===== src/sv/tgr_pkg.sv =====
`timescale 1ns / 1ps
package tgr_pkg;

   // Default build
   localparam int TGR_MAX_POINTERS = 10;
   localparam int TGR_COORD_BITS   = 20;
   localparam int TGR_TIME_BITS    = 32;

   localparam int QUEUE_DEPTH = 2;

   // Configuration register indexes and reset values
   localparam int CSR_IDX_W = 2;
   localparam logic [CSR_IDX_W-1:0] CSR_TOUCH_SLOP  = 2'd0;
   localparam logic [CSR_IDX_W-1:0] CSR_DTAP_WINDOW = 2'd1;
   localparam logic [CSR_IDX_W-1:0] CSR_LPRESS_TIME = 2'd2;
   localparam logic [15:0] SLOP_RESET   = 16'd128;
   localparam logic [15:0] WINDOW_RESET = 16'd300;
   localparam logic [15:0] LPRESS_RESET = 16'd500;

   // Q8.8 zoom factors
   localparam logic [15:0] ZOOM_ONE  = 16'd256;
   localparam logic [15:0] ZOOM_UP   = 16'd282;
   localparam logic [15:0] ZOOM_DOWN = 16'd230;

   localparam int MOD_SHIFT_BIT = 0;
   localparam int MOD_CTRL_BIT  = 1;

   // Gesture codes
   localparam logic [2:0] G_TAP     = 3'd0;
   localparam logic [2:0] G_DTAP    = 3'd1;
   localparam logic [2:0] G_LPRESS  = 3'd2;
   localparam logic [2:0] G_DRAG    = 3'd3;
   localparam logic [2:0] G_SCROLL  = 3'd4;
   localparam logic [2:0] G_FSCROLL = 3'd5;
   localparam logic [2:0] G_SCALE   = 3'd6;
   localparam logic [2:0] G_MENU    = 3'd7;

   // Event codes, same values as on the bus
   typedef enum logic [3:0] {
      OP_MDOWN   = 4'd0,
      OP_MMOVE   = 4'd1,
      OP_MUP     = 4'd2,
      OP_WHEEL   = 4'd3,
      OP_RDOWN   = 4'd4,
      OP_DSCALE  = 4'd5,
      OP_DSCROLL = 4'd6,
      OP_TDOWN   = 4'd7,
      OP_PDOWN   = 4'd8,
      OP_PUP     = 4'd9,
      OP_TMOVE   = 4'd10,
      OP_TUP     = 4'd11,
      OP_CANCEL  = 4'd12
   } op_type;

   typedef struct packed {
      op_type     op;
      logic [3:0] cnt;
   } item_ctrl_type;

   typedef enum logic [3:0] {
      ST_IDLE,
      ST_DIFF,
      ST_SQA,
      ST_SQB,
      ST_SUM,
      ST_ROOT,
      ST_DINIT,
      ST_DIV,
      ST_DONE
   } seq_state_type;

endpackage


===== src/sv/touch_gesture_recognizer_core.sv =====
`timescale 1ns / 1ps
// Touch and mouse gesture recogniser.
// req_*: one event per transfer; tuser carries the event code, tdata the
//   time stamp, pointer count, two points, modifiers, wheel deltas and zoom.
// rsp_*: at most one gesture per event; tuser carries the gesture code.
// csr_*: register writes (touch slop, double tap window, long press time),
//   always ready; write only while no event is in flight.
// Events needing no distance go from the head of the queue straight to
//   the result register. Events with a distance first pass the difference,
//   squaring and sum steps and the bit-serial square root; a pinch move
//   then also runs the bit-serial ratio divider.
// One event is worked on at a time; a two-entry queue keeps req ready
//   while the sequencer is busy. Dropped events (unknown code or no point)
//   never enter the queue.
// Reset clears the queue, the gesture state and the result valid flag and
//   restores the register defaults.
// A stalled rsp holds its transfer; the sequencer then waits with its
//   next result and the queue fills before req_tready drops.
module touch_gesture_recognizer_core import tgr_pkg::*; #(
   parameter int MAX_POINTERS = TGR_MAX_POINTERS,
   parameter int COORD_BITS   = TGR_COORD_BITS,
   parameter int TIME_BITS    = TGR_TIME_BITS,
   localparam int IN_DW  = ((TIME_BITS + 28 + 6 * COORD_BITS + 7) / 8) * 8,
   localparam int OUT_DW = ((4 * COORD_BITS + 26 + 7) / 8) * 8
) (
   input  logic                 clock,
   input  logic                 reset,
   input  logic                 req_tvalid,
   output logic                 req_tready,
   // time_ms, point count, x_first, y_first, x_second, y_second,
   // modifier_keys, wheel_x, wheel_y, direct_zoom, zero fill
   input  logic [IN_DW-1:0]     req_tdata,
   input  logic [3:0]           req_tuser,  // cmd
   output logic                 rsp_tvalid,
   input  logic                 rsp_tready,
   // point_x, point_y, zoom, scroll_dx, scroll_dy, modifiers_out, zero fill
   output logic [OUT_DW-1:0]    rsp_tdata,
   output logic [2:0]           rsp_tuser,  // gesture
   input  logic                 csr_valid,
   output logic                 csr_ready,
   input  logic [CSR_IDX_W-1:0] csr_index,
   input  logic [15:0]          csr_data
);

   localparam int ITEM_W = IN_DW + $bits(item_ctrl_type);

   logic              q_full, q_push, q_pop, q_valid;
   logic [ITEM_W-1:0] q_in, q_head;

   // Front: drop and classify
   tgr_front #(
      .MAX_POINTERS (MAX_POINTERS),
      .COORD_BITS   (COORD_BITS),
      .TIME_BITS    (TIME_BITS)
   ) u_front (
      .req_tvalid (req_tvalid),
      .req_tready (req_tready),
      .req_tdata  (req_tdata),
      .req_tuser  (req_tuser),
      .q_full     (q_full),
      .q_push     (q_push),
      .q_item     (q_in)
   );

   tgr_queue #(
      .DATA_W (ITEM_W),
      .DEPTH  (QUEUE_DEPTH)
   ) u_queue (
      .clock     (clock),
      .reset     (reset),
      .push      (q_push),
      .push_data (q_in),
      .full      (q_full),
      .pop       (q_pop),
      .valid     (q_valid),
      .head      (q_head)
   );

   // Back: gesture state, distance and ratio units, result register
   tgr_back #(
      .COORD_BITS (COORD_BITS),
      .TIME_BITS  (TIME_BITS)
   ) u_back (
      .clock      (clock),
      .reset      (reset),
      .q_valid    (q_valid),
      .q_item     (q_head),
      .q_pop      (q_pop),
      .csr_valid  (csr_valid),
      .csr_index  (csr_index),
      .csr_data   (csr_data),
      .rsp_tvalid (rsp_tvalid),
      .rsp_tready (rsp_tready),
      .rsp_tdata  (rsp_tdata),
      .rsp_tuser  (rsp_tuser)
   );

   assign csr_ready = 1'b1;

endmodule


===== src/sv/tgr_front.sv =====
`timescale 1ns / 1ps
module tgr_front import tgr_pkg::*; #(
   parameter int MAX_POINTERS = TGR_MAX_POINTERS,
   parameter int COORD_BITS   = TGR_COORD_BITS,
   parameter int TIME_BITS    = TGR_TIME_BITS,
   localparam int IN_DW  = ((TIME_BITS + 28 + 6 * COORD_BITS + 7) / 8) * 8,
   localparam int ITEM_W = IN_DW + $bits(item_ctrl_type)
) (
   input  logic              req_tvalid,
   output logic              req_tready,
   input  logic [IN_DW-1:0]  req_tdata,
   input  logic [3:0]        req_tuser,
   input  logic              q_full,
   output logic              q_push,
   output logic [ITEM_W-1:0] q_item
);

   logic [3:0]    cnt_raw;
   logic [3:0]    cnt_cap;
   logic          cmd_known;
   logic          no_point_ok;
   logic          keep;
   item_ctrl_type ctrl;

   assign cnt_raw = req_tdata[TIME_BITS +: 4];
   assign cnt_cap = (cnt_raw > 4'(MAX_POINTERS)) ? 4'(MAX_POINTERS) : cnt_raw;

   // Unknown codes and pointer-less touch/mouse events are dropped here
   assign cmd_known   = (req_tuser <= 4'(OP_CANCEL));
   assign ctrl.op     = cmd_known ? op_type'(req_tuser) : OP_CANCEL;
   assign ctrl.cnt    = cnt_cap;
   assign no_point_ok = (ctrl.op == OP_WHEEL) || (ctrl.op == OP_DSCALE) ||
                        (ctrl.op == OP_DSCROLL) || (ctrl.op == OP_CANCEL);
   assign keep        = cmd_known && ((cnt_cap != 4'd0) || no_point_ok);

   assign req_tready = !q_full;
   assign q_push     = req_tvalid && !q_full && keep;
   assign q_item     = {ctrl, req_tdata};

endmodule


===== src/sv/tgr_queue.sv =====
`timescale 1ns / 1ps
module tgr_queue import tgr_pkg::*; #(
   parameter int DATA_W = 8,
   parameter int DEPTH  = QUEUE_DEPTH
) (
   input  logic              clock,
   input  logic              reset,
   input  logic              push,
   input  logic [DATA_W-1:0] push_data,
   output logic              full,
   input  logic              pop,
   output logic              valid,
   output logic [DATA_W-1:0] head
);

   localparam int PW = (DEPTH > 1) ? $clog2(DEPTH) : 1;
   localparam int CW = $clog2(DEPTH + 1);

   logic [DATA_W-1:0] mem_ff [DEPTH];
   logic [PW-1:0]     wptr_ff, rptr_ff;
   logic [CW-1:0]     count_ff;

   assign full  = (count_ff == CW'(DEPTH));
   assign valid = (count_ff != '0);
   assign head  = mem_ff[rptr_ff];

   always_ff @(posedge clock) begin
      if (push) begin
         mem_ff[wptr_ff] <= push_data;
      end
   end

   always_ff @(posedge clock) begin
      if (reset) begin
         wptr_ff  <= '0;
         rptr_ff  <= '0;
         count_ff <= '0;
      end else begin
         if (push) begin
            wptr_ff <= (wptr_ff == PW'(DEPTH - 1)) ? '0 : wptr_ff + 1'b1;
         end
         if (pop) begin
            rptr_ff <= (rptr_ff == PW'(DEPTH - 1)) ? '0 : rptr_ff + 1'b1;
         end
         if (push && !pop) begin
            count_ff <= count_ff + 1'b1;
         end else if (pop && !push) begin
            count_ff <= count_ff - 1'b1;
         end
      end
   end

endmodule


===== src/sv/tgr_back.sv =====
`timescale 1ns / 1ps
module tgr_back import tgr_pkg::*; #(
   parameter int COORD_BITS = TGR_COORD_BITS,
   parameter int TIME_BITS  = TGR_TIME_BITS,
   localparam int IN_DW  = ((TIME_BITS + 28 + 6 * COORD_BITS + 7) / 8) * 8,
   localparam int OUT_DW = ((4 * COORD_BITS + 26 + 7) / 8) * 8,
   localparam int ITEM_W = IN_DW + $bits(item_ctrl_type)
) (
   input  logic                 clock,
   input  logic                 reset,
   input  logic                 q_valid,
   input  logic [ITEM_W-1:0]    q_item,
   output logic                 q_pop,
   input  logic                 csr_valid,
   input  logic [CSR_IDX_W-1:0] csr_index,
   input  logic [15:0]          csr_data,
   output logic                 rsp_tvalid,
   input  logic                 rsp_tready,
   output logic [OUT_DW-1:0]    rsp_tdata,
   output logic [2:0]           rsp_tuser
);

   localparam int W  = COORD_BITS;
   localparam int T  = TIME_BITS;
   localparam int OFF_X0 = T + 4;
   localparam int OFF_Y0 = OFF_X0 + W;
   localparam int OFF_X1 = OFF_Y0 + W;
   localparam int OFF_Y1 = OFF_X1 + W;
   localparam int OFF_MD = OFF_Y1 + W;
   localparam int OFF_WX = OFF_MD + 8;
   localparam int OFF_WY = OFF_WX + W;
   localparam int OFF_DZ = OFF_WY + W;
   localparam int SW  = 2 * W + 3;
   localparam int QW  = (2 * W + 2 > 64) ? 64 : 2 * W + 2;
   localparam int RW  = QW / 2;
   localparam int DW  = (RW > 16) ? RW : 16;
   localparam int NW  = W + 10;
   localparam int ITW = $clog2(NW);

   // ---- item fields
   item_ctrl_type         ctrl;
   logic [T-1:0]          now;
   logic [3:0]            cnt;
   logic signed [W-1:0]   x0, y0, x1, y1, wx, wy;
   logic [7:0]            mods;
   logic [15:0]           dz;

   assign ctrl = item_ctrl_type'(q_item[IN_DW +: $bits(item_ctrl_type)]);
   assign cnt  = ctrl.cnt;
   assign now  = q_item[0 +: T];
   assign x0   = q_item[OFF_X0 +: W];
   assign y0   = q_item[OFF_Y0 +: W];
   assign x1   = q_item[OFF_X1 +: W];
   assign y1   = q_item[OFF_Y1 +: W];
   assign mods = q_item[OFF_MD +: 8];
   assign wx   = q_item[OFF_WX +: W];
   assign wy   = q_item[OFF_WY +: W];
   assign dz   = q_item[OFF_DZ +: 16];

   // ---- configuration
   logic [15:0] slop_ff, window_ff, lpress_ff;

   always_ff @(posedge clock) begin
      if (reset) begin
         slop_ff   <= SLOP_RESET;
         window_ff <= WINDOW_RESET;
         lpress_ff <= LPRESS_RESET;
      end else if (csr_valid) begin
         case (csr_index)
            CSR_TOUCH_SLOP:  slop_ff   <= csr_data;
            CSR_DTAP_WINDOW: window_ff <= csr_data;
            CSR_LPRESS_TIME: lpress_ff <= csr_data;
            default: ;
         endcase
      end
   end

   // ---- gesture state
   logic              tap_pending_ff, tap_pending_in;
   logic              button_held_ff, button_held_in;
   logic              drag_active_ff, drag_active_in;
   logic              scroll_active_ff, scroll_active_in;
   logic              tap_recorded_ff, tap_recorded_in;
   logic [3:0]        down_points_ff, down_points_in;
   logic [3:0]        pmc_ff, pmc_in;
   logic signed [W-1:0] down_x_ff, down_x_in, down_y_ff, down_y_in;
   logic signed [W-1:0] move_x_ff, move_x_in, move_y_ff, move_y_in;
   logic signed [W-1:0] tap_x_ff, tap_x_in, tap_y_ff, tap_y_in;
   logic signed [W-1:0] px0_ff, px0_in, py0_ff, py0_in;
   logic signed [W-1:0] px1_ff, px1_in, py1_ff, py1_in;
   logic [T-1:0]      down_stamp_ff, down_stamp_in, tap_stamp_ff, tap_stamp_in;
   logic [W:0]        pinch_ff, pinch_in;

   // ---- distance operand selection
   logic                need_dist, need_div;
   logic signed [W-1:0] op_ax, op_ay, op_bx, op_by;

   always_comb begin
      need_dist = 1'b0;
      op_ax = x0;
      op_ay = y0;
      op_bx = x1;
      op_by = y1;
      unique case (ctrl.op)
         OP_MDOWN: begin
            need_dist = 1'b1;
            op_bx = tap_x_ff;
            op_by = tap_y_ff;
         end
         OP_MMOVE: begin
            need_dist = 1'b1;
            op_bx = move_x_ff;
            op_by = move_y_ff;
         end
         OP_PDOWN: begin
            need_dist = (cnt > 4'd1);
         end
         OP_TMOVE: begin
            need_dist = (down_points_ff == 4'd1) || (cnt == 4'd2);
            if (down_points_ff == 4'd1) begin
               op_bx = move_x_ff;
               op_by = move_y_ff;
            end
         end
         OP_TUP: begin
            need_dist = 1'b1;
            op_ax = down_x_ff;
            op_ay = down_y_ff;
            op_bx = tap_x_ff;
            op_by = tap_y_ff;
         end
         default: ;
      endcase
   end

   assign need_div = (ctrl.op == OP_TMOVE) && (down_points_ff != 4'd1) &&
                     (cnt == 4'd2) && (pinch_ff != '0);

   // ---- sequencer
   seq_state_type state_ff, state_in;
   logic [ITW-1:0] iter_ff;
   logic           commit;
   logic           res_valid;
   logic           out_free;

   assign out_free = !rsp_tvalid || rsp_tready;

   always_comb begin
      state_in = state_ff;
      unique case (state_ff)
         ST_IDLE:  if (q_valid) begin
                      state_in = need_dist ? ST_DIFF : ST_DONE;
                   end
         ST_DIFF:  state_in = ST_SQA;
         ST_SQA:   state_in = ST_SQB;
         ST_SQB:   state_in = ST_SUM;
         ST_SUM:   state_in = ST_ROOT;
         ST_ROOT:  if (iter_ff == '0) begin
                      state_in = need_div ? ST_DINIT : ST_DONE;
                   end
         ST_DINIT: state_in = ST_DIV;
         ST_DIV:   if (iter_ff == '0) begin
                      state_in = ST_DONE;
                   end
         ST_DONE:  if (commit) begin
                      state_in = ST_IDLE;
                   end
         default:  state_in = ST_IDLE;
      endcase
   end

   always_comb begin
      commit = (state_ff == ST_DONE) && (!res_valid || out_free);
      q_pop  = commit;
   end

   always_ff @(posedge clock) begin
      if (reset) begin
         state_ff <= ST_IDLE;
         iter_ff  <= '0;
      end else begin
         state_ff <= state_in;
         if (state_ff == ST_SUM) begin
            iter_ff <= ITW'(RW - 1);
         end else if (state_ff == ST_DINIT) begin
            iter_ff <= ITW'(NW - 1);
         end else if ((state_ff == ST_ROOT) || (state_ff == ST_DIV)) begin
            iter_ff <= iter_ff - 1'b1;
         end
      end
   end

   // ---- distance: one shared squarer, then one root bit per cycle
   logic signed [W:0]     dx_ff, dy_ff, mul_op;
   logic signed [2*W+1:0] prod;
   logic [2*W+1:0]        sqa_ff, sqb_ff;
   logic [SW-1:0]         sq_sum;
   logic [QW-1:0]         rad_in, rad_ff;
   logic [RW+1:0]         rem_ff;
   logic [RW-1:0]         root_ff;
   logic [RW+3:0]         rt_rem, rt_trial;
   logic                  rt_ge;

   assign mul_op   = (state_ff == ST_SQA) ? dx_ff : dy_ff;
   assign prod     = mul_op * mul_op;
   assign sq_sum   = SW'(sqa_ff) + SW'(sqb_ff);
   assign rad_in   = (|sq_sum[SW-1:QW]) ? '1 : sq_sum[QW-1:0];
   assign rt_rem   = {rem_ff, rad_ff[QW-1 -: 2]};
   assign rt_trial = {2'b00, root_ff, 2'b01};
   assign rt_ge    = (rt_rem >= rt_trial);

   // ---- pinch ratio: restoring divider, one quotient bit per cycle
   logic [NW-1:0] num_ff, quo_ff;
   logic [W+1:0]  drem_ff;
   logic [W+2:0]  dv_r2, dv_div;
   logic          dv_ge;
   logic [W:0]    root_w;
   logic [15:0]   zq;

   assign root_w = (W+1)'(root_ff);
   assign dv_r2  = {drem_ff, num_ff[NW-1]};
   assign dv_div = (W+3)'(pinch_ff);
   assign dv_ge  = (dv_r2 >= dv_div);
   assign zq     = (|quo_ff[NW-1:16]) ? 16'hFFFF : quo_ff[15:0];

   always_ff @(posedge clock) begin
      unique case (state_ff)
         ST_DIFF: begin
            dx_ff <= (W+1)'(op_ax) - (W+1)'(op_bx);
            dy_ff <= (W+1)'(op_ay) - (W+1)'(op_by);
         end
         ST_SQA: sqa_ff <= prod;
         ST_SQB: sqb_ff <= prod;
         ST_SUM: begin
            rad_ff  <= rad_in;
            rem_ff  <= '0;
            root_ff <= '0;
         end
         ST_ROOT: begin
            rad_ff  <= rad_ff << 2;
            rem_ff  <= rt_ge ? (RW+2)'(rt_rem - rt_trial) : rt_rem[RW+1:0];
            root_ff <= {root_ff[RW-2:0], rt_ge};
         end
         ST_DINIT: begin
            num_ff  <= NW'({root_w, 8'h00}) + NW'(pinch_ff >> 1);
            drem_ff <= '0;
            quo_ff  <= '0;
         end
         ST_DIV: begin
            num_ff  <= num_ff << 1;
            drem_ff <= dv_ge ? (W+2)'(dv_r2 - dv_div) : dv_r2[W+1:0];
            quo_ff  <= {quo_ff[NW-2:0], dv_ge};
         end
         default: ;
      endcase
   end

   // ---- decision on the finished item
   logic [DW-1:0]       dist_ext, slop_ext;
   logic                near, far;
   logic [T-1:0]        dt_tap, dt_down, dt_tapdown, win_ext, lp_ext;
   logic signed [W+1:0] sx, sy;
   logic [W+1:0]        ax, ay, axp, ayp;
   logic [W:0]          hx, hy;
   logic [2:0]          res_gesture;
   logic signed [W-1:0] res_px, res_py;
   logic [15:0]         res_zoom;
   logic [W:0]          res_dx, res_dy;
   logic [7:0]          res_mods;

   assign dist_ext   = DW'(root_ff);
   assign slop_ext   = DW'(slop_ff);
   assign near       = (dist_ext < slop_ext);
   assign far        = (dist_ext > slop_ext);
   assign dt_tap     = now - tap_stamp_ff;
   assign dt_down    = now - down_stamp_ff;
   assign dt_tapdown = down_stamp_ff - tap_stamp_ff;
   assign win_ext    = T'(window_ff);
   assign lp_ext     = T'(lpress_ff);

   assign sx  = (W+2)'(x0) - (W+2)'(px0_ff) + (W+2)'(x1) - (W+2)'(px1_ff);
   assign sy  = (W+2)'(y0) - (W+2)'(py0_ff) + (W+2)'(y1) - (W+2)'(py1_ff);
   assign ax  = sx[W+1] ? (W+2)'(-sx) : sx;
   assign ay  = sy[W+1] ? (W+2)'(-sy) : sy;
   assign axp = ax + 1'b1;
   assign ayp = ay + 1'b1;
   assign hx  = axp[W+1:1];
   assign hy  = ayp[W+1:1];

   always_comb begin
      tap_pending_in   = tap_pending_ff;
      button_held_in   = button_held_ff;
      drag_active_in   = drag_active_ff;
      scroll_active_in = scroll_active_ff;
      tap_recorded_in  = tap_recorded_ff;
      down_points_in   = down_points_ff;
      pmc_in           = pmc_ff;
      down_x_in        = down_x_ff;
      down_y_in        = down_y_ff;
      move_x_in        = move_x_ff;
      move_y_in        = move_y_ff;
      tap_x_in         = tap_x_ff;
      tap_y_in         = tap_y_ff;
      px0_in           = px0_ff;
      py0_in           = py0_ff;
      px1_in           = px1_ff;
      py1_in           = py1_ff;
      down_stamp_in    = down_stamp_ff;
      tap_stamp_in     = tap_stamp_ff;
      pinch_in         = pinch_ff;
      res_valid   = 1'b0;
      res_gesture = G_TAP;
      res_px      = '0;
      res_py      = '0;
      res_zoom    = ZOOM_ONE;
      res_dx      = '0;
      res_dy      = '0;
      res_mods    = '0;
      unique case (ctrl.op)
         OP_MDOWN: begin
            down_points_in = cnt;
            down_x_in      = x0;
            down_y_in      = y0;
            button_held_in = 1'b1;
            drag_active_in = 1'b0;
            move_x_in      = x0;
            move_y_in      = y0;
            down_stamp_in  = now;
            res_valid      = 1'b1;
            res_px         = x0;
            res_py         = y0;
            res_mods       = mods;
            if (tap_recorded_ff && (dt_tap <= win_ext) && near) begin
               tap_pending_in  = 1'b0;
               tap_recorded_in = 1'b0;
               res_gesture     = G_DTAP;
            end else begin
               tap_stamp_in    = now;
               tap_x_in        = x0;
               tap_y_in        = y0;
               tap_recorded_in = 1'b1;
               tap_pending_in  = 1'b1;
               res_gesture     = G_TAP;
            end
         end
         OP_MMOVE: begin
            if (button_held_ff && (far || drag_active_ff)) begin
               tap_pending_in = 1'b0;
               drag_active_in = 1'b1;
               move_x_in      = x0;
               move_y_in      = y0;
               res_valid      = 1'b1;
               res_gesture    = G_DRAG;
               res_px         = x0;
               res_py         = y0;
               res_mods       = mods;
            end
         end
         OP_MUP: begin
            button_held_in = 1'b0;
            drag_active_in = 1'b0;
         end
         OP_WHEEL: begin
            res_valid = 1'b1;
            res_mods  = mods;
            if (mods[MOD_CTRL_BIT]) begin
               res_gesture = G_SCALE;
               res_zoom    = (!wy[W-1] && (|wy)) ? ZOOM_UP : ZOOM_DOWN;
            end else if (mods[MOD_SHIFT_BIT]) begin
               res_gesture = G_SCROLL;
               res_dx      = (W+1)'(0) - (W+1)'(wy);
            end else begin
               res_gesture = G_SCROLL;
               res_dx      = (W+1)'(0) - (W+1)'(wx);
               res_dy      = (W+1)'(0) - (W+1)'(wy);
            end
         end
         OP_RDOWN: begin
            res_valid   = 1'b1;
            res_gesture = G_MENU;
            res_px      = x0;
            res_py      = y0;
            res_mods    = mods;
         end
         OP_DSCALE: begin
            res_valid   = 1'b1;
            res_gesture = G_SCALE;
            res_zoom    = dz;
            res_mods    = mods;
         end
         OP_DSCROLL: begin
            res_valid   = 1'b1;
            res_gesture = G_SCROLL;
            res_dx      = (W+1)'(0) - (W+1)'(wx);
            res_dy      = (W+1)'(0) - (W+1)'(wy);
            res_mods    = mods;
         end
         OP_TDOWN: begin
            down_points_in   = cnt;
            down_x_in        = x0;
            down_y_in        = y0;
            down_stamp_in    = now;
            move_x_in        = x0;
            move_y_in        = y0;
            tap_pending_in   = 1'b1;
            drag_active_in   = 1'b0;
            scroll_active_in = 1'b0;
         end
         OP_PDOWN: begin
            down_points_in = cnt;
            down_x_in      = x0;
            down_y_in      = y0;
            px0_in         = x0;
            py0_in         = y0;
            px1_in         = x1;
            py1_in         = y1;
            pmc_in         = cnt;
            if (cnt > 4'd1) begin
               pinch_in = root_w;
            end
            tap_pending_in = 1'b0;
         end
         OP_PUP: begin
            move_x_in        = x0;
            move_y_in        = y0;
            down_points_in   = 4'd1;
            down_x_in        = x0;
            down_y_in        = y0;
            pmc_in           = '0;
            tap_pending_in   = 1'b0;
            scroll_active_in = 1'b0;
            pinch_in         = '0;
         end
         OP_TMOVE: begin
            if (down_points_ff == 4'd1) begin
               if (far || drag_active_ff || scroll_active_ff) begin
                  tap_pending_in = 1'b0;
                  move_x_in      = x0;
                  move_y_in      = y0;
                  res_valid      = 1'b1;
                  if (drag_active_ff) begin
                     res_gesture = G_DRAG;
                     res_px      = x0;
                     res_py      = y0;
                  end else if (!scroll_active_ff) begin
                     scroll_active_in = 1'b1;
                     res_gesture      = G_SCROLL;
                  end else begin
                     res_gesture = G_SCROLL;
                     res_dx      = (W+1)'(move_x_ff) - (W+1)'(x0);
                     res_dy      = (W+1)'(move_y_ff) - (W+1)'(y0);
                  end
               end else if (tap_pending_ff && (dt_down > lp_ext)) begin
                  tap_pending_in = 1'b0;
                  res_valid      = 1'b1;
                  res_gesture    = G_LPRESS;
                  res_px         = down_x_ff;
                  res_py         = down_y_ff;
               end
            end else if (cnt == 4'd2) begin
               tap_pending_in = 1'b0;
               pinch_in       = root_w;
               px0_in         = x0;
               py0_in         = y0;
               px1_in         = x1;
               py1_in         = y1;
               pmc_in         = 4'd2;
               if (pinch_ff != '0) begin
                  res_valid   = 1'b1;
                  res_gesture = G_SCALE;
                  res_zoom    = zq;
               end
            end else if (cnt >= 4'd3) begin
               tap_pending_in = 1'b0;
               px0_in         = x0;
               py0_in         = y0;
               px1_in         = x1;
               py1_in         = y1;
               pmc_in         = cnt;
               // fast scroll: negated half of the summed motion, away from zero
               if ((pmc_ff >= 4'd2) && ((ax > 1) || (ay > 1))) begin
                  res_valid   = 1'b1;
                  res_gesture = G_FSCROLL;
                  if (ax > ay) begin
                     res_dx = sx[W+1] ? hx : (W+1)'(0) - hx;
                  end else begin
                     res_dy = sy[W+1] ? hy : (W+1)'(0) - hy;
                  end
               end
            end
         end
         OP_TUP: begin
            if (drag_active_ff) begin
               drag_active_in = 1'b0;
            end else if (tap_pending_ff) begin
               res_valid = 1'b1;
               res_px    = down_x_ff;
               res_py    = down_y_ff;
               if (tap_recorded_ff && (dt_tapdown <= win_ext) && near) begin
                  tap_pending_in  = 1'b0;
                  tap_recorded_in = 1'b0;
                  res_gesture     = G_DTAP;
               end else if (dt_down > lp_ext) begin
                  res_gesture = G_LPRESS;
               end else begin
                  tap_stamp_in    = down_stamp_ff;
                  tap_x_in        = down_x_ff;
                  tap_y_in        = down_y_ff;
                  tap_recorded_in = 1'b1;
                  res_gesture     = G_TAP;
               end
            end
         end
         OP_CANCEL: begin
            tap_pending_in   = 1'b0;
            button_held_in   = 1'b0;
            drag_active_in   = 1'b0;
            scroll_active_in = 1'b0;
            down_points_in   = '0;
            pmc_in           = '0;
         end
         default: ;
      endcase
   end

   always_ff @(posedge clock) begin
      if (reset) begin
         tap_pending_ff   <= 1'b0;
         button_held_ff   <= 1'b0;
         drag_active_ff   <= 1'b0;
         scroll_active_ff <= 1'b0;
         tap_recorded_ff  <= 1'b0;
         down_points_ff   <= '0;
         pmc_ff           <= '0;
         down_x_ff        <= '0;
         down_y_ff        <= '0;
         move_x_ff        <= '0;
         move_y_ff        <= '0;
         tap_x_ff         <= '0;
         tap_y_ff         <= '0;
         px0_ff           <= '0;
         py0_ff           <= '0;
         px1_ff           <= '0;
         py1_ff           <= '0;
         down_stamp_ff    <= '0;
         tap_stamp_ff     <= '0;
         pinch_ff         <= '0;
      end else if (commit) begin
         tap_pending_ff   <= tap_pending_in;
         button_held_ff   <= button_held_in;
         drag_active_ff   <= drag_active_in;
         scroll_active_ff <= scroll_active_in;
         tap_recorded_ff  <= tap_recorded_in;
         down_points_ff   <= down_points_in;
         pmc_ff           <= pmc_in;
         down_x_ff        <= down_x_in;
         down_y_ff        <= down_y_in;
         move_x_ff        <= move_x_in;
         move_y_ff        <= move_y_in;
         tap_x_ff         <= tap_x_in;
         tap_y_ff         <= tap_y_in;
         px0_ff           <= px0_in;
         py0_ff           <= py0_in;
         px1_ff           <= px1_in;
         py1_ff           <= py1_in;
         down_stamp_ff    <= down_stamp_in;
         tap_stamp_ff     <= tap_stamp_in;
         pinch_ff         <= pinch_in;
      end
   end

   // ---- result register
   logic              rsp_valid_ff;
   logic [OUT_DW-1:0] rsp_data_ff;
   logic [2:0]        rsp_user_ff;

   always_ff @(posedge clock) begin
      if (reset) begin
         rsp_valid_ff <= 1'b0;
      end else if (commit && res_valid) begin
         rsp_valid_ff <= 1'b1;
      end else if (rsp_tready) begin
         rsp_valid_ff <= 1'b0;
      end
   end

   always_ff @(posedge clock) begin
      if (commit && res_valid) begin
         rsp_user_ff <= res_gesture;
         rsp_data_ff <= OUT_DW'({res_mods, res_dy, res_dx, res_zoom, res_py, res_px});
      end
   end

   assign rsp_tvalid = rsp_valid_ff;
   assign rsp_tdata  = rsp_data_ff;
   assign rsp_tuser  = rsp_user_ff;

endmodule


===== config.mk =====
export PLATFORM = sky130hd
export DESIGN_NAME = touch_gesture_recognizer_core
export DESIGN_NICKNAME = d
export VERILOG_FILES = /design/src/sv/tgr_pkg.sv /design/src/sv/touch_gesture_recognizer_core.sv /design/src/sv/tgr_front.sv /design/src/sv/tgr_queue.sv /design/src/sv/tgr_back.sv
export SDC_FILE = /design/constraint.sdc
export NUM_CORES = 2
export LEC_CHECK = 0
export ABC_AREA = 1
export BUFFER_PORTS_ARGS = -buffer_cell sky130_fd_sc_hd__buf_2
export CORE_UTILIZATION = 24
export DETAILED_ROUTE_END_ITERATION = 8
export GPL_ROUTABILITY_DRIVEN = 0
export PLACE_DENSITY = 0.4
export SLEW_MARGIN = 20
export SYNTH_ARGS = -nofsm -noshare
export SYNTH_HDL_FRONTEND = slang
export SYNTH_SLANG_ARGS = --single-unit

===== constraint.sdc =====
create_clock -name clock -period 15.45 [get_ports clock]
set_clock_uncertainty 0.1 [all_clocks]
set_input_delay 3.09 -clock clock [delete_from_list [all_inputs] [get_ports clock]]
set_output_delay 3.09 -clock clock [all_outputs]
set_load 0.02 [all_outputs]

# Word level (Yosys, flattened, before mapping)
# Memories as Yosys holds them, arrays and structs flattened. A register that Yosys moved wholly into a read port is not among the register bits.
# Cells that the tools add are included.
# W data, S select, Z words.
[classes]
addsub = 30
multipliers = 1
n_lt_le_gt_ge = 15
eq_ne = 50
mux = 191
reduce_logical = 92
[op_table]
columns = ["operator", "count"]
rows = [
  ["$mux W20", 46],
  ["$mux W21", 26],
  ["$pmux W20 S2", 6],
  ["$pmux W20 S3", 4],
  ["$pmux W21 S3", 3],
  ["$mux W32", 5],
  ["$pmux W20 S4", 2],
  ["$sub A20 B20 Y21", 6],
  ["$pmux W30 S2", 2],
  ["$sub A32 B32 Y32", 3],
  ["$pmux W42 S2", 1],
  ["$mux W16", 5],
  ["$mux W22", 3],
  ["$le A32 B16 Y1", 2],
  ["$pmux W32 S2", 1],
  ["$pmux W16 S3", 1],
  ["$pmux W23 S2", 1],
  ["$add A21 B20 Y22", 2],
  ["$add A22 B1 Y22 const B", 2],
  ["$gt A22 B1 Y1 const B", 2],
  ["$mux W4", 11],
  ["$neg A22 Y22", 2],
  ["$pmux W22 S2", 1],
  ["$sub A22 B20 Y22", 2],
  ["other kinds (74)", 240],
]
[word_totals]
ff_bits = 763
ramBits = 384
output_inout_bits = 118
n_memories = 1
[memory_table]
columns = ["name", "depth", "width", "rd", "rd_ports_with_merged_regs", "write_ports", "line_no", "source"]
rows = [
  ["u_queue.mem_ff", 2, 192, 1, 1, 1, "tgr_queue.sv:19", "logic [DATA_W-1:0] mem_ff [DEPTH];"],
]

# Longest topological paths before layout
[logic_depth]
depth_word = 19
depth_mapped = 47
depth_no_buf = 41

# Modules after synthesis
# Synthesis repeated with hierarchy kept, for this count alone.
[unflattened]
cells_unflattened = 10070
area_unflattened_um2 = 85665.9
[modules_own_cells]
columns = ["module", "n_inst", "cells_per_inst", "area_each_um2", "seq_area_each_um2"]
rows = [
  ["tgr_back", 1, 9224, 69982.1, 19148.4],
  ["tgr_queue", 1, 630, 14149.8, 11631.2],
  ["tgr_front", 1, 214, 1522.7, 0.0],
  ["touch_gesture_recognizer_core", 1, 2, 11.3, 0.0],
]

# Worst setup path after synthesis
# Ideal clock, no wire load.
[synth_path]
path_type = "input -> register"
startpoint = "input req_tdata[33]"
endpoint = "memory u_queue.mem_ff[1][0] in the netlist's numbering, enable pin"
setup_ns = 0.732
arrival_ns = 11.340
t_required_ns = 14.618
slack_ns = 3.278
stages = 8
n_path_buf = 0
path_cell_list = "inv_1 o21ai_0 nand2_1 nand2_1 nor2_1 o2111ai_1 nand2_1 nor2_1"
[synth_between]
elab_chain_cells = 8
[synth_lines]
columns = ["element", "line_no", "source"]
rows = [
  ["start: declaration", "touch_gesture_recognizer_core.sv:32", "input logic [IN_DW-1:0] req_tdata,"],
  ["$gt A4 B4 Y1", "tgr_front.sv:26", "assign cnt_cap = (cnt_raw > 4'(MAX_POINTERS)) ? 4'(MAX_POINTERS) : cnt_raw;"],
  ["$mux W4 *", "tgr_front.sv:26", ""],
  ["via q_in[185]", "touch_gesture_recognizer_core.sv:48", "logic [ITEM_W-1:0] q_in, q_head;"],
  ["$reduce_bool A4 Y1 *", "tgr_front.sv:34", "assign keep = cmd_known && ((cnt_cap != 4'd0) || no_point_ok);"],
  ["$logic_or A1 B1 Y1 *", "tgr_front.sv:34", ""],
  ["$logic_and A1 B1 Y1 *", "tgr_front.sv:34", ""],
  ["$logic_and A1 B1 Y1 *", "tgr_front.sv:37", "assign q_push = req_tvalid && !q_full && keep;"],
  ["$mux W1 *", "tgr_queue.sv:28", "if (push) begin"],
  ["$mux W1 (not written as such) *", "tgr_queue.sv:29", "mem_ff[wptr_ff] <= push_data;"],
  ["end: declaration", "tgr_queue.sv:19", ""],
]
# The timed path passes the listed nets; every way through them passes the cells marked *.

# Final worst setup path
[layout_path]
startpoint = "register u_back.state_ff[1]"
endpoint = "register u_back.sqa_ff[32] (data pin)"
[layout_between]
elab_chain_cells = 3
[layout_lines]
columns = ["element", "line_no", "source"]
rows = [
  ["start: declaration", "tgr_back.sv:140", "seq_state_type state_ff, state_in;"],
  ["start signal: assignment", "tgr_back.sv:182", "state_ff <= state_in;"],
  ["$eq A4 B2 Y1", "tgr_back.sv:204", "assign mul_op = (state_ff == ST_SQA) ? dx_ff : dy_ff;"],
  ["$mux W21", "tgr_back.sv:204", ""],
  ["$mul A21 B21 Y42", "tgr_back.sv:205", "assign prod = mul_op * mul_op;"],
  ["via u_back.prod[32]", "tgr_back.sv:195", "logic signed [2*W+1:0] prod;"],
  ["end signal: assignment", "tgr_back.sv:232", "ST_SQA: sqa_ff <= prod;"],
  ["end: declaration", "tgr_back.sv:196", "logic [2*W+1:0] sqa_ff, sqb_ff;"],
]
# The timed path passes the listed nets, and every way through them passes these cells.
# A chain may end at the register's enable or synchronous reset.

==> metrics.yaml <==
status: "complete, no violations"
grt_pass1_vias: 69000
synth-seq-area-share_pct: 35.8
tns_ns: 0
cp.buffers_inverters: 9
fillers: 37647
synth.most_common_cell: "nand2_1"
wl_um: 290000
required_ns: 15.85
cts_resized: 0
critPathMaxStageDelay_ns: 0.57
layout_setup_ws_ns: 5.50
end_kind: "flip-flop"
cp_max_fo: 34
dp_slack_ns: 5.62
cpMostUsedCell: "fa_1"
finalCritPeriodShare_pct: 64.4
avgSynthCellArea_um2: 8.29
grt_pass1_wl_um: 434000
tritoncts: "done"
synth-seq-cells: 1129
pin_count: 329
yosysWarnings: 0
die_area_mm2: 0.355
path_delay_family: "adder cells"
nets: 11763
synth_cells: 10217
yosys_most_used_dff: "edfxtp_1"
yosys.area.top_type_share_pct: 27.3
first_iter_violations: 4514
vias_per_cell: 4.53
htree_num_levels: 4
path_clk_slew_ns: 0.06
drtAntennaViolNets: 0
num_rows: 217
final_util_pct: 27.5
fmax_mhz: 100
cts_buffer_depth: 4
cts_root_buf: "clkbuf_16"
rsz0062_at_grt: "no"
hold_slack_ns: 0.343
drc: 0
hold_viol: 0
insertion_delay_ns: 0.84
grt_start_max_net_pins: 133
hp-class: "reg -> reg"
finalSetupViolations: 0
drtPass1Iterations: 6
critical_path_arrival_ns: 10.36
maxCapViolCount: 0
crit_path_top_delay_cell: "a21boi_0"
drv_slew: 0
synth_common_cells: "nand2_1 (2002), inv_1 (1682), nor2_1 (991)"
wl_per_cell_um: 19.0
syn-cell-area_mm2: 0.0847
die_h_um: 596
cts_hold_buf: 0
antenna_found_initial: 57
cts_setup_buffers: 0
worst_pin_slew_ns: 1.21
place.detailed.hpwl_um: 227000
grt_util_all_layers_pct: 16.0
initial_core_util_pct: 24.2
coreArea_mm2: 0.350
synth_edf_count: 769
area_growth_pct: 13.7
overflow: 0
synth_top_area_cell: "edfxtp_1"
min_period_ns: 9.95
numCtsBuffers: 148
die_w_um: 596
criticalPathCategory: "reg -> reg"
synth_area_leaders: "edfxtp_1 (27%), fa_1 (12%), nand2_1 (8.9%), dfxtp_1 (8.5%), ha_1 (7.8%)"
cts_sinks: 1129
crit_path_start_kind: "flip-flop"
synth_cell_types: 76
async_flop_share_pct: 0
layout-drive-gt1-share_pct: 9.40
port_buffers: 317
vias: 69102
relSlewSlack_pct: 19.2
-- sequential cells by signal, summed over array words and instances, names as in the netlist, 23 cells and up, named ones only --
| register | flops |
|---|---|
| u_back.quo_ff | 30 |
| u_back.tap_stamp_ff | 32 |
| u_back.sqb_ff | 41 |
| u_back.down_stamp_ff | 32 |
| u_back.num_ff | 30 |
| u_back.rsp_tdata | 106 |
| u_back.rem_ff | 23 |
| u_queue.mem_ff | 368 |
| u_back.rad_ff | 42 |
| u_back.sqa_ff | 41 |
-- cells in the final DEF, fill, tap and decap left out, drive strengths merged, types with 13 or more instances in the layout --
cell type  netlist  routed
nand2         2079    2079
inv           1690    1697
nor2          1061    1061
o21ai          816     816
edfxtp         769     769
a21oi          747     747
ha             530     530
fa             510     510
buf             71     441
dfxtp          360     360
nand3          337     337
xor2           199     199
clkbuf         229     186
or2            126     126
xnor2          108     108
nand4           87      87
nor3            60      60
clkinv          12      60
o22ai           56      56
o221ai          54      54
a21o            35      35
nand3b          27      27
a31oi           27      27
nor4            27      27
o21bai          24      24
o211ai          24      24
mux2i           21      21
diode            0      20
o21a            20      20
a211oi          17      17
a21boi          17      17
bufinv           0      17
o31ai           13      13
-- worst reg2reg max path: cells and delay by family (launching register included) --
kind	cells	cell delay, ns
AOI/OAI and AO/OA	11	3.10
DFF	1	0.43
buffers and inverters	9	1.57
and+or+nand+nor	3	0.42
adders and majority gates	8	3.86
xor gates and xnor gates	1	0.11
-- layout make-up --
cell class | instances | area (um^2) | area share [%]
tap | 4599 | 5750 | 5.97
multi-input combinational | 7090 | 46400 | 48.2
clock inverter | 80 | 887 | 0.920
timing repair buffer | 441 | 2550 | 2.65
clock buffer | 186 | 4000 | 4.15
antenna | 20 | 50.0 | 0.0519
inverter | 1702 | 6410 | 6.65
sequential | 1129 | 30300 | 31.4
-- cell families (layout without fill, tap and decap cells) --
logic type | count (synthesis) | after routing | share of synthesized area [%]
XOR/XNOR | 307 | 307 | 3.19
buffers and inverters | 2003 | 2409 | 9.65
AND/OR/NAND/NOR | 3820 | 3820 | 19.0
adder cells (fa/ha/maj) | 1040 | 1040 | 19.9
AO/OA/AOI/OAI | 1895 | 1895 | 12.2
other | 2 | 27 | 0.00886
flip-flops | 1129 | 1129 | 35.8
multiplexers | 21 | 21 | 0.248
-- routing by layer --
metal  share of wire [%]  vias up  track usage, %
li1                    -    33809               -
met2                  47     1508            27.4
met5               0.099        -               0
met4                 3.4       44            5.07
met1                  44    33338            20.6
met3                 4.7      403            2.40
-- stage by stage --
stage	cells	area [um^2]
floorplan	10222	84700
global placement	14961	91400
detailed placement	14961	91400
CTS	15227	96300
global route	15231	96300
finish	15247	96400
-- final timing paths --
path,from,endpoint,slack (ns),cells past startpoint
max reg2reg,u_back.state_ff[1],u_back.sqa_ff[32],5.50,32
max,u_back.state_ff[1],u_back.sqa_ff[32],5.50,32
min,u_back.button_held_ff,u_back.button_held_ff,0.34,2
min reg2reg,u_back.button_held_ff,u_back.button_held_ff,0.34,2
Power is left out: the tool's default activity adds up to more than one toggle a clock period on the data nets, which glitch-free logic cannot reach.
